### config.mk
export PLATFORM = sky130hd
export DESIGN_NAME = ordered_list_append_delete_flat
export DESIGN_NICKNAME = d
export VERILOG_FILES = /design/src/design/ola_pkg.sv /design/src/design/ola_req_if.sv /design/src/design/ola_rsp_if.sv /design/src/design/ola_cell.sv /design/src/design/ordered_list_append_delete.sv /design/src/flat_wrapper.sv
export SDC_FILE = /design/constraint.sdc
export NUM_CORES = 1
export LEC_CHECK = 0
export ABC_CLOCK_PERIOD_IN_PS = 5250
export BUFFER_PORTS_ARGS = -buffer_cell sky130_fd_sc_hd__buf_2
export CAP_MARGIN = 15
export CORE_ASPECT_RATIO = 1.5
export CORE_MARGIN = 1
export CORE_UTILIZATION = 42
export CTS_BUF_LIST = sky130_fd_sc_hd__clkbuf_16
export DETAILED_ROUTE_END_ITERATION = 10
export PLACE_DENSITY = 0.58
export SYNTH_ARGS = -nofsm -noshare
export SYNTH_HDL_FRONTEND = slang
export SYNTH_HIERARCHICAL = 1
export SYNTH_SLANG_ARGS = --single-unit
### constraint.sdc
create_clock -name clock -period 5.25 [get_ports clock]
set_input_delay 0.525 -clock clock [delete_from_list [all_inputs] [get_ports clock]]
set_output_delay 0.525 -clock clock [all_outputs]
set_load 0.05 [all_outputs]
### src/design/ola_pkg.sv
// shared types and constants for the ordered list block
// no dependencies; used by the interfaces, the cell and the top level
package ola_pkg;

   localparam int OP_W  = 2;
   localparam int VAL_W = 32;
   localparam int POS_W = 5;
   localparam int ST_W  = 2;

   typedef enum logic [OP_W-1:0] {
      OP_APPEND   = 2'd0,
      OP_DELETE   = 2'd1,
      OP_TRAVERSE = 2'd2
   } op_type;

   // spare opcode: accepted and dropped with no response
   localparam logic [OP_W-1:0] OP_UNUSED = 2'd3;

   typedef enum logic [ST_W-1:0] {
      ST_OK    = 2'd0,
      ST_FULL  = 2'd1,
      ST_EMPTY = 2'd2,
      ST_RANGE = 2'd3
   } status_type;

   // per-cell load select, at most one bit set
   typedef struct packed {
      logic take_new;
      logic take_next;
      logic take_head;
   } cell_sel_type;

endpackage

### src/design/ola_req_if.sv
// request channel: valid/ready handshake with the list command payload
// depends on ola_pkg for field widths
interface ola_req_if;
   logic                              valid;
   logic                              ready;
   logic [ola_pkg::OP_W-1:0]          opcode;
   logic signed [ola_pkg::VAL_W-1:0]  new_value;
   logic [ola_pkg::POS_W-1:0]         target_position;

   modport source (output valid, opcode, new_value, target_position, input ready);
   modport sink   (input valid, opcode, new_value, target_position, output ready);
endinterface

### src/design/ola_rsp_if.sv
// response channel: valid/ready handshake with the result payload
// depends on ola_pkg for field widths
interface ola_rsp_if;
   logic                              valid;
   logic                              ready;
   logic signed [ola_pkg::VAL_W-1:0]  entry_value;
   logic [ola_pkg::ST_W-1:0]          status;
   logic                              last_of_run;

   modport source (output valid, entry_value, status, last_of_run, input ready);
   modport sink   (input valid, entry_value, status, last_of_run, output ready);
endinterface

### src/design/ola_cell.sv
// one storage cell of the list chain: holds one entry, loads from a neighbor
// depends on ola_pkg for the select struct and value width
module ola_cell (
   input  logic                              clock,
   input  ola_pkg::cell_sel_type             sel,
   input  logic signed [ola_pkg::VAL_W-1:0]  next_value,
   input  logic signed [ola_pkg::VAL_W-1:0]  head_value,
   input  logic signed [ola_pkg::VAL_W-1:0]  new_value,
   output logic signed [ola_pkg::VAL_W-1:0]  value
);

   logic signed [ola_pkg::VAL_W-1:0] value_ff;
   logic signed [ola_pkg::VAL_W-1:0] value_in;

   always_comb begin
      priority if (sel.take_new) begin
         value_in = new_value;
      end else if (sel.take_next) begin
         value_in = next_value;
      end else if (sel.take_head) begin
         value_in = head_value;
      end else begin
         value_in = value_ff;
      end
   end

   always_ff @(posedge clock) begin
      value_ff <= value_in;
   end

   assign value = value_ff;

endmodule

### src/design/ordered_list_append_delete.sv
// top level of the ordered list: a chain of cells plus count, traverse control
// and the response register; depends on ola_pkg, ola_req_if, ola_rsp_if, ola_cell
//
// Keeps up to DEPTH signed 32-bit entries in list order in a row of cells,
// entry 1 in cell 0. For append and delete the beat is accepted and its single
// response is loaded into the output register at the same edge, and a delete
// moves every later cell one place toward the head at that edge. A traverse is
// accepted and then sends one response per stored entry, or only an empty
// status when the list is empty: the chain rotates by one cell per beat, cell 0
// feeding the response register and wrapping to the tail, so after count beats
// the list is back in order. No request is taken while a traverse is emitting.
// Every beat, also a traverse step, waits for the response register to be free
// or drained in the same cycle, so a stalled sink stalls the block. Full, empty
// and out-of-range requests return a status and leave the list unchanged;
// opcode three is accepted and dropped with no response.
module ordered_list_append_delete #(
   parameter int DEPTH = 16
) (
   input  logic       clock,
   input  logic       reset,
   ola_req_if.sink    req_chan,
   ola_rsp_if.source  rsp_chan
);

   // count width holds 0..DEPTH; compare width also covers the position field
   localparam int CW   = $clog2(DEPTH + 1);
   localparam int CMPW = (CW > ola_pkg::POS_W) ? CW : ola_pkg::POS_W;

   // list state
   logic [CW-1:0] count_ff, count_in;

   // traverse control
   logic          trav_busy_ff, trav_busy_in;
   logic [CW-1:0] trav_left_ff, trav_left_in;

   // response register
   logic                              rsp_valid_ff, rsp_valid_in;
   logic signed [ola_pkg::VAL_W-1:0]  rsp_value_ff, rsp_value_in;
   ola_pkg::status_type               rsp_status_ff, rsp_status_in;
   logic                              rsp_last_ff, rsp_last_in;

   // handshake and decode
   logic            can_load;
   logic            req_fire;
   logic            trav_step;
   logic            is_append, is_delete;
   logic            list_full, list_empty;
   logic [CMPW-1:0] pos_ext, cnt_ext;
   logic            pos_bad;
   logic            append_ok, delete_ok;

   // cell row
   logic signed [ola_pkg::VAL_W-1:0] cell_value [DEPTH];
   ola_pkg::cell_sel_type            cell_sel   [DEPTH];

   // output slot is free if empty or being drained this cycle
   assign can_load   = !rsp_valid_ff || rsp_chan.ready;
   assign req_chan.ready = !trav_busy_ff && can_load;
   assign req_fire   = req_chan.valid && req_chan.ready;
   assign trav_step  = trav_busy_ff && can_load;

   assign is_append   = req_fire && (req_chan.opcode == ola_pkg::OP_APPEND);
   assign is_delete   = req_fire && (req_chan.opcode == ola_pkg::OP_DELETE);

   assign list_full  = (count_ff == CW'(DEPTH));
   assign list_empty = (count_ff == '0);
   assign pos_ext    = CMPW'(req_chan.target_position);
   assign cnt_ext    = CMPW'(count_ff);
   assign pos_bad    = (pos_ext == '0) || (pos_ext > cnt_ext);
   assign append_ok  = is_append && !list_full;
   assign delete_ok  = is_delete && !list_empty && !pos_bad;

   // per-cell selects and the chain itself
   for (genvar i = 0; i < DEPTH; i++) begin : g_cell
      localparam logic [CW-1:0] IDX  = CW'(i);
      localparam logic [CW-1:0] IDX1 = CW'(i + 1);

      logic signed [ola_pkg::VAL_W-1:0] next_value;

      always_comb begin
         cell_sel[i].take_new  = append_ok && (count_ff == IDX);
         // delete closes the gap from the removed position up to the tail;
         // traverse rotates every stored cell toward the head
         cell_sel[i].take_next = (IDX1 < count_ff) &&
                                 ((delete_ok && (CMPW'(IDX1) >= pos_ext)) || trav_step);
         // tail of a rotation picks up the old head
         cell_sel[i].take_head = trav_step && (IDX1 == count_ff);
      end

      if (i == DEPTH - 1) begin : g_tail
         assign next_value = cell_value[i];
      end else begin : g_mid
         assign next_value = cell_value[i + 1];
      end

      ola_cell u_cell (
         .clock      (clock),
         .sel        (cell_sel[i]),
         .next_value (next_value),
         .head_value (cell_value[0]),
         .new_value  (req_chan.new_value),
         .value      (cell_value[i])
      );
   end

   // count, traverse and response next state
   always_comb begin
      count_in      = count_ff;
      trav_busy_in  = trav_busy_ff;
      trav_left_in  = trav_left_ff;
      rsp_valid_in  = rsp_valid_ff && !rsp_chan.ready;
      rsp_value_in  = rsp_value_ff;
      rsp_status_in = rsp_status_ff;
      rsp_last_in   = rsp_last_ff;

      if (trav_step) begin
         // one entry per beat from the head of the chain
         rsp_valid_in  = 1'b1;
         rsp_value_in  = cell_value[0];
         rsp_status_in = ola_pkg::ST_OK;
         rsp_last_in   = (trav_left_ff == CW'(1));
         trav_left_in  = trav_left_ff - CW'(1);
         trav_busy_in  = (trav_left_ff != CW'(1));
      end else if (req_fire) begin
         rsp_value_in = '0;
         rsp_last_in  = 1'b1;
         unique case (req_chan.opcode)
            ola_pkg::OP_APPEND: begin
               rsp_valid_in = 1'b1;
               if (list_full) begin
                  rsp_status_in = ola_pkg::ST_FULL;
               end else begin
                  rsp_status_in = ola_pkg::ST_OK;
                  count_in      = count_ff + CW'(1);
               end
            end
            ola_pkg::OP_DELETE: begin
               rsp_valid_in = 1'b1;
               if (list_empty) begin
                  rsp_status_in = ola_pkg::ST_EMPTY;
               end else if (pos_bad) begin
                  rsp_status_in = ola_pkg::ST_RANGE;
               end else begin
                  rsp_status_in = ola_pkg::ST_OK;
                  count_in      = count_ff - CW'(1);
               end
            end
            ola_pkg::OP_TRAVERSE: begin
               if (list_empty) begin
                  rsp_valid_in  = 1'b1;
                  rsp_status_in = ola_pkg::ST_EMPTY;
               end else begin
                  // entries follow on the next beats
                  trav_busy_in = 1'b1;
                  trav_left_in = count_ff;
               end
            end
            default: begin
               // unused opcode: dropped without a response
            end
         endcase
      end
   end

   always_ff @(posedge clock) begin
      if (reset) begin
         count_ff     <= '0;
         trav_busy_ff <= 1'b0;
         trav_left_ff <= '0;
         rsp_valid_ff <= 1'b0;
      end else begin
         count_ff     <= count_in;
         trav_busy_ff <= trav_busy_in;
         trav_left_ff <= trav_left_in;
         rsp_valid_ff <= rsp_valid_in;
      end
   end

   // response payload needs no reset
   always_ff @(posedge clock) begin
      rsp_value_ff  <= rsp_value_in;
      rsp_status_ff <= rsp_status_in;
      rsp_last_ff   <= rsp_last_in;
   end

   assign rsp_chan.valid       = rsp_valid_ff;
   assign rsp_chan.entry_value = rsp_value_ff;
   assign rsp_chan.status      = rsp_status_ff;
   assign rsp_chan.last_of_run = rsp_last_ff;

   // count never passes the number of cells
   a_count_bound: assert property (@(posedge clock) disable iff (reset)
      count_ff <= CW'(DEPTH))
      else $error("entry count beyond depth");

   // a running traverse always has entries left and never more than stored
   a_trav_left: assert property (@(posedge clock) disable iff (reset)
      trav_busy_ff |-> (trav_left_ff != '0) && (trav_left_ff <= count_ff))
      else $error("traverse counter out of range");

   // the list does not change size during a traverse
   a_trav_count: assert property (@(posedge clock) disable iff (reset)
      trav_busy_ff && $past(trav_busy_ff) |-> $stable(count_ff))
      else $error("count moved during traverse");

   // final traverse beat ends the run and is flagged last
   a_trav_end: assert property (@(posedge clock) disable iff (reset)
      trav_step && (trav_left_ff == CW'(1)) |=> !trav_busy_ff && rsp_valid_ff && rsp_last_ff)
      else $error("traverse did not end on its last beat");

   // no request is taken while a traverse is emitting
   a_no_req_busy: assert property (@(posedge clock) disable iff (reset)
      trav_busy_ff |-> !req_fire)
      else $error("request accepted during traverse");

endmodule

### src/flat_wrapper.sv
// flat-port wrapper written by rule: the top's interface ports become plain ports
module ordered_list_append_delete_flat 
#(
   parameter int DEPTH = 16
)
  (clock, reset, req_chan_valid, req_chan_opcode, req_chan_new_value, req_chan_target_position, req_chan_ready, rsp_chan_valid, rsp_chan_entry_value, rsp_chan_status, rsp_chan_last_of_run, rsp_chan_ready);
  ola_req_if req_chan_i ();
  ola_rsp_if rsp_chan_i ();
  input  logic clock;
  input  logic reset;
  input wire logic [$bits(req_chan_i.valid)-1:0] req_chan_valid;
  input wire logic [$bits(req_chan_i.opcode)-1:0] req_chan_opcode;
  input wire logic [$bits(req_chan_i.new_value)-1:0] req_chan_new_value;
  input wire logic [$bits(req_chan_i.target_position)-1:0] req_chan_target_position;
  output wire logic [$bits(req_chan_i.ready)-1:0] req_chan_ready;
  output wire logic [$bits(rsp_chan_i.valid)-1:0] rsp_chan_valid;
  output wire logic [$bits(rsp_chan_i.entry_value)-1:0] rsp_chan_entry_value;
  output wire logic [$bits(rsp_chan_i.status)-1:0] rsp_chan_status;
  output wire logic [$bits(rsp_chan_i.last_of_run)-1:0] rsp_chan_last_of_run;
  input wire logic [$bits(rsp_chan_i.ready)-1:0] rsp_chan_ready;
  assign req_chan_i.valid = req_chan_valid;
  assign req_chan_i.opcode = req_chan_opcode;
  assign req_chan_i.new_value = req_chan_new_value;
  assign req_chan_i.target_position = req_chan_target_position;
  assign req_chan_ready = req_chan_i.ready;
  assign rsp_chan_valid = rsp_chan_i.valid;
  assign rsp_chan_entry_value = rsp_chan_i.entry_value;
  assign rsp_chan_status = rsp_chan_i.status;
  assign rsp_chan_last_of_run = rsp_chan_i.last_of_run;
  assign rsp_chan_i.ready = rsp_chan_ready;
  ordered_list_append_delete #(.DEPTH(DEPTH)) u_core (.clock(clock), .reset(reset), .req_chan(req_chan_i), .rsp_chan(rsp_chan_i));
endmodule
# --- Yosys cells after proc, flatten, opt, wreduce, memory -nomap -nowiden ---
# Index checks and enable logic that the tools add are counted.
word_totals:
  output_inout_bits: 37
  input_bits: 43
  reg_bits: 559
classes:
  n_lt_le_gt_ge: 33
  add_sub_neg: 3
  eq_ne: 41
  muxes: 72
  bitwise_logic: 1
  n_reduce_logical: 124
op_table:
  columns: ["cell", "n"]
  rows:
  - ["32-bit 2-to-1 mux", 49]
  - ["1-bit logical AND", 72]
  - ["3-bit nonzero test", 15]
  - ["4-bit by 5-bit == test with 1-bit output, first input constant", 8]
  - ["5-bit by 4-bit == test with 1-bit output, second input constant", 8]
  - ["4-bit by 5-bit greater-or-equal comparator with 1-bit output, first input constant", 8]
  - ["4-bit by 5-bit less-than comparator with 1-bit output, first input constant", 8]
  - ["5-bit 2-to-1 mux", 7]
  - ["3-bit by 5-bit == test with 1-bit output, first input constant", 4]
  - ["5-bit by 3-bit == test with 1-bit output, second input constant", 4]
  - ["3-bit by 5-bit greater-or-equal comparator with 1-bit output, first input constant", 4]
  - ["3-bit by 5-bit less-than comparator with 1-bit output, first input constant", 4]
  - ["1-bit logical OR", 18]
  - ["2-bit by 5-bit == test with 1-bit output, first input constant", 2]
  - ["5-bit by 1-bit == test with 1-bit output, second input constant", 2]
  - ["5-bit by 2-bit == test with 1-bit output, second input constant", 2]
  - ["2-bit by 5-bit greater-or-equal comparator with 1-bit output, first input constant", 2]
  - ["5-bit logical NOT", 2]
  - ["2-bit by 5-bit less-than comparator with 1-bit output, first input constant", 2]
  - ["1-bit 2-to-1 mux", 10]
  - ["5-bit one-hot mux with 2 select lines", 1]
  - ["2-bit nonzero test", 5]
  - ["5-bit by 1-bit subtractor with 5-bit output, second input constant", 2]
  - ["1-bit logical NOT", 6]
  - ["22 further kinds", 29]

# --- Logic depth before layout (Yosys ltp) ---
logic_depth:
  word_depth: 12
  mapped_depth: 13
  depth_no_buf: 9

# --- Cells and area by module ---
# The synthesis kept the hierarchy.
modules_own_cells:
  columns: ["mod", "n_inst", "area_per_inst_um2", "cells_per_inst", "seq_area_each_um2"]
  rows:
  - ["ola_cell", 16, 1672.9, 140, 960.9]
  - ["ordered_list_append_delete", 1, 2985.4, 344, 1271.2]

# --- Worst setup path before layout ---
# Ideal clock, no wire load.
synth_timing:
  path_kind: "register to register"
  startpoint: "register u_core.count_ff[4] (netlist: u_core/cnt_ext[4])"
  endpoint: "register u_core.g_cell[11].u_cell.value_ff, in the netlist u_core/g_cell[11].u_cell/value[0] (enable)"
  n_path_buf: 2
  t_arrival_ns: 3.485
  period_less_slack_ns: 3.875
  slack_ns: 1.375
  stages_incl_launch_ff: 11
  cell_sequence: "dfxtp_1 -> clkbuf_1 -> inv_1 -> ha_1 -> nand4_1 -> or2_2 -> a21oi_2 -> a31oi_2 -> a2111oi_0 -> buf_6 -> or3_1"
synth_lines:
  columns: ["item", "line", "text"]
  rows:
  - ["start, declared", "ordered_list_append_delete.sv:30", "logic [CW-1:0] count_ff, count_in;"]
  - ["start signal, assigned", "ordered_list_append_delete.sv:172", "count_ff <= count_in;"]
  - ["end signal, assigned", "ola_cell.sv:28", "value_ff <= value_in;"]
  - ["end, declared", "ola_cell.sv:12", "logic signed [ola_pkg::VAL_W-1:0] value_ff;"]

==> qor.csv <==
metric;value;unit
status;finished, final reports clean;
fin area;31900;sq um
antenna violations before repair;6;
Worst-Margin Slew;1.25;ns
post-route ant nets;0;
hold crit path type;primary input to flop;
I/O Buffers;79;
max-slew violations;0;
RSZ-0062 raised after global routing;no;
1st-iter DRT viols;2028;
post-detail-place hpwl;48800;um
Max Fclk;219;MHz
dpl cell area;30200;sq um
CTS tree;built;
max incr delay on CP;0.94;ns
NumNets Final;2628;
clk_skew;0.0195;ns
Initial Util;42.4;%
Slowest-stage cell, CP;or3_2;
required time worst endpoint;5.48;ns
crit path launch type;flop;
final hold slack;0.224;ns
area share of the largest cell type after synthesis;55.0;%
sequence of cells on the critical path;clkinv_1 > ha_1 > nand4_1 > or2_2 > a21oi_2 > a31oi_2 > nor4_2 > or3_2;
sequential share of the synthesized area;56.0;%
Cells after Synth;2584;
worst skew pair latency;0.62;ns
number of synthesized flops with an enable pin;545;
die width;219;um
all-layer global routing usage;24.2;%
DR DRC count;0;
Detailed Routing Iterations Pass 1;5;
CTS root buffer;clkbuf_16;
H-tree levels;2;
PnR worst setup slack;0.691;ns
routed length per instance;24.8;um
CTS resizes;0;
peak supply drop;0.000289;V
CTS clock-pin slew for the worst setup and hold paths;0.06;ns
core region area;70100;sq um
Max Cap Violations;0;
async set or reset register ratio after synthesis;0;%
Pwr per Cell Area;338;nW/um^2
Yosys cell types;53;
top-level I/O count;80;
syn avg cell area;11.5;sq um
Syn Std Cell Area;29800;sq um
setup bufs post-CTS;0;
area of the multi-input gates;11600;sq um
Setup crit end kind;flop;
drt via density;5.76;
vias in the first global route;20000;
static leakage;9.16;nW
fraction of layout cells with a size suffix above 1;9.87;%
register area;16600;sq um
Area Overhead vs Synth;7.35;%
pre-CTS WS;0.748;ns
fin crit period;4.56;ns
cts hold-fix bufs;0;
pin count of the biggest net entering global routing;65;
Seq cells post-synth;559;
Rel. slew slack;16.8;%
Synth Warn #;6;
kind of critical path;flop to flop;
Via Count;20300;
grt total ovfl;0;
gpl congestion;0.816;
first-pass GRT wire length;128000;um
cell accounting for the most synthesized area;edfxtp_1;
syn nets;2643;
layout filler cell count;6403;
placed insts;3420;
Final Hold Viols;0;
Max FO, Critical Path;32;
crit share post-route;86.8;%
Final Instance Count excl. Fillers;3523;
Final Setup Violations;0;
CTS buffer count;54;
drt total wl;87300;um
WP data arrival;4.79;ns
Setup TNS Final;0;ns
Primary FF master, synth;edfxtp_1;
CTS max path bufs;3;
Die Height;328;um
Sink Count;559;
FP Rows;119;
die footprint;71900;sq um
ranking of synthesized cells by area;edfxtp_1 (55%), mux2i_1 (17%), o21ai_1 (8.1%);
-- layout make-up --
cell class,count,area share [%]
Multi-Input combinational cell,1808,36.2
Inverter,16,0.188
Timing Repair Buffer,130,2.55
Antenna cell,2,0.0157
Clock buffer,55,4.31
Sequential cell,559,52.1
Tap cell,907,3.55
Clock inverter,46,1.02
-- placed cells by master (no fill, tap or decap), types with 16 or more instances in the layout --
cell / netlist / routed
o21ai_1: 480 / 480
and3_1: 36 / 36
ha_1: 16 / 16
inv_1: 15 / 31
nor2_4: 0 / 18
mux2i_1: 513 / 513
edfxtp_1: 545 / 545
clkbuf_16: 0 / 55
nand2_1: 541 / 540
buf_4: 0 / 48
buf_2: 99 / 79
nor2_1: 56 / 38
o21ai_0: 41 / 40
or3_2: 0 / 16
-- power breakdown --
| part | total (W) | internal, W | leakage, nW | switching [W] |
|---|---|---|---|---|
| clock | 0.00387 | 0.00214 | 0.898 | 0.00174 |
| combinational | 0.00148 | 0.000469 | 3.20 | 0.00101 |
| sequential | 0.00543 | 0.00520 | 5.06 | 0.000231 |
-- logic make-up after synthesis --
family | count (synthesis) | share of synthesized area (%)
buffers and inverters | 217 | 6.23
muxes | 514 | 17.3
DFF | 559 | 56.0
xor gates and xnor gates | 1 | 0.0294
AOI/OAI and AO/OA | 572 | 10.0
adders and majority gates | 16 | 0.673
and+or+nand+nor | 705 | 9.77
-- per-layer routing --
metal | vias up | track usage (%) | share of wire (%)
met4 | 4 | 9.87 | 3.9
met2 | 768 | 42.4 | 51
met3 | 171 | 3.27 | 6.1
li1 | 9421 | - | -
met1 | 9915 | 29.6 | 39
met5 | - | 0 | 0.026
-- through the flow --
| stage | total power, W | utilization [%] |
|---|---|---|
| after floorplan | 0.00644 | - |
| after CTS | 0.0109 | 45.5 |
| after global routing | 0.0112 | 45.5 |
| after global placement | 0.00695 | 43.1 |
| after detailed placement | 0.00700 | 43.1 |
| final | 0.0108 | 45.5 |
-- worst max-delay path, delay by kind of cell, from the launching register on --
kind                     cells  cell delay, ns
adder cells (fa/ha/maj)      1            0.44
flip-flops                   1            0.64
AND/OR/NAND/NOR              4            1.77
buffers and inverters        1            0.46
AO/OA/AOI/OAI                2            0.84
-- final timing paths --
kind | cells past startpoint | slack (ns) | endpoint | start
setup reg to reg | 8 | 0.69 | u_core/g_cell[12].u_cell/value[31] | u_core/cnt_ext[3]
hold / removal | 3 | 0.22 | u_core/rsp_chan.valid | req_chan_valid
setup / recovery | 8 | 0.69 | u_core/g_cell[12].u_cell/value[31] | u_core/cnt_ext[3]
hold reg to reg | 2 | 0.50 | u_core/trav_left_ff[1] | u_core/trav_left_ff[1]
-- sequential cells by signal (all words and copies together) (netlist names) --
register,count
u_core/trav_busy_ff,1
u_core/cnt_ext,5
u_core/trav_left_ff,5
u_core/g_cell.u_cell/value,512
u_core/rsp_chan.valid,1
u_core/rsp_chan.entry_value,32
u_core/rsp_chan.status,2
u_core/rsp_chan.last_of_run,1
-- cells in the mapped netlist (11+ instances only) --
library cell,count
a21oi_1,17
and3_1,36
buf_12,48
buf_2,99
buf_6,18
clkbuf_1,36
dfxtp_1,14
edfxtp_1,545
ha_1,16
inv_1,15
mux2i_1,513
nand2_1,541
nand3_1,15
nor2_1,56
nor3_1,11
o21ai_0,41
o21ai_1,480
or3_1,16
Power figures use the tool's default switching activity.
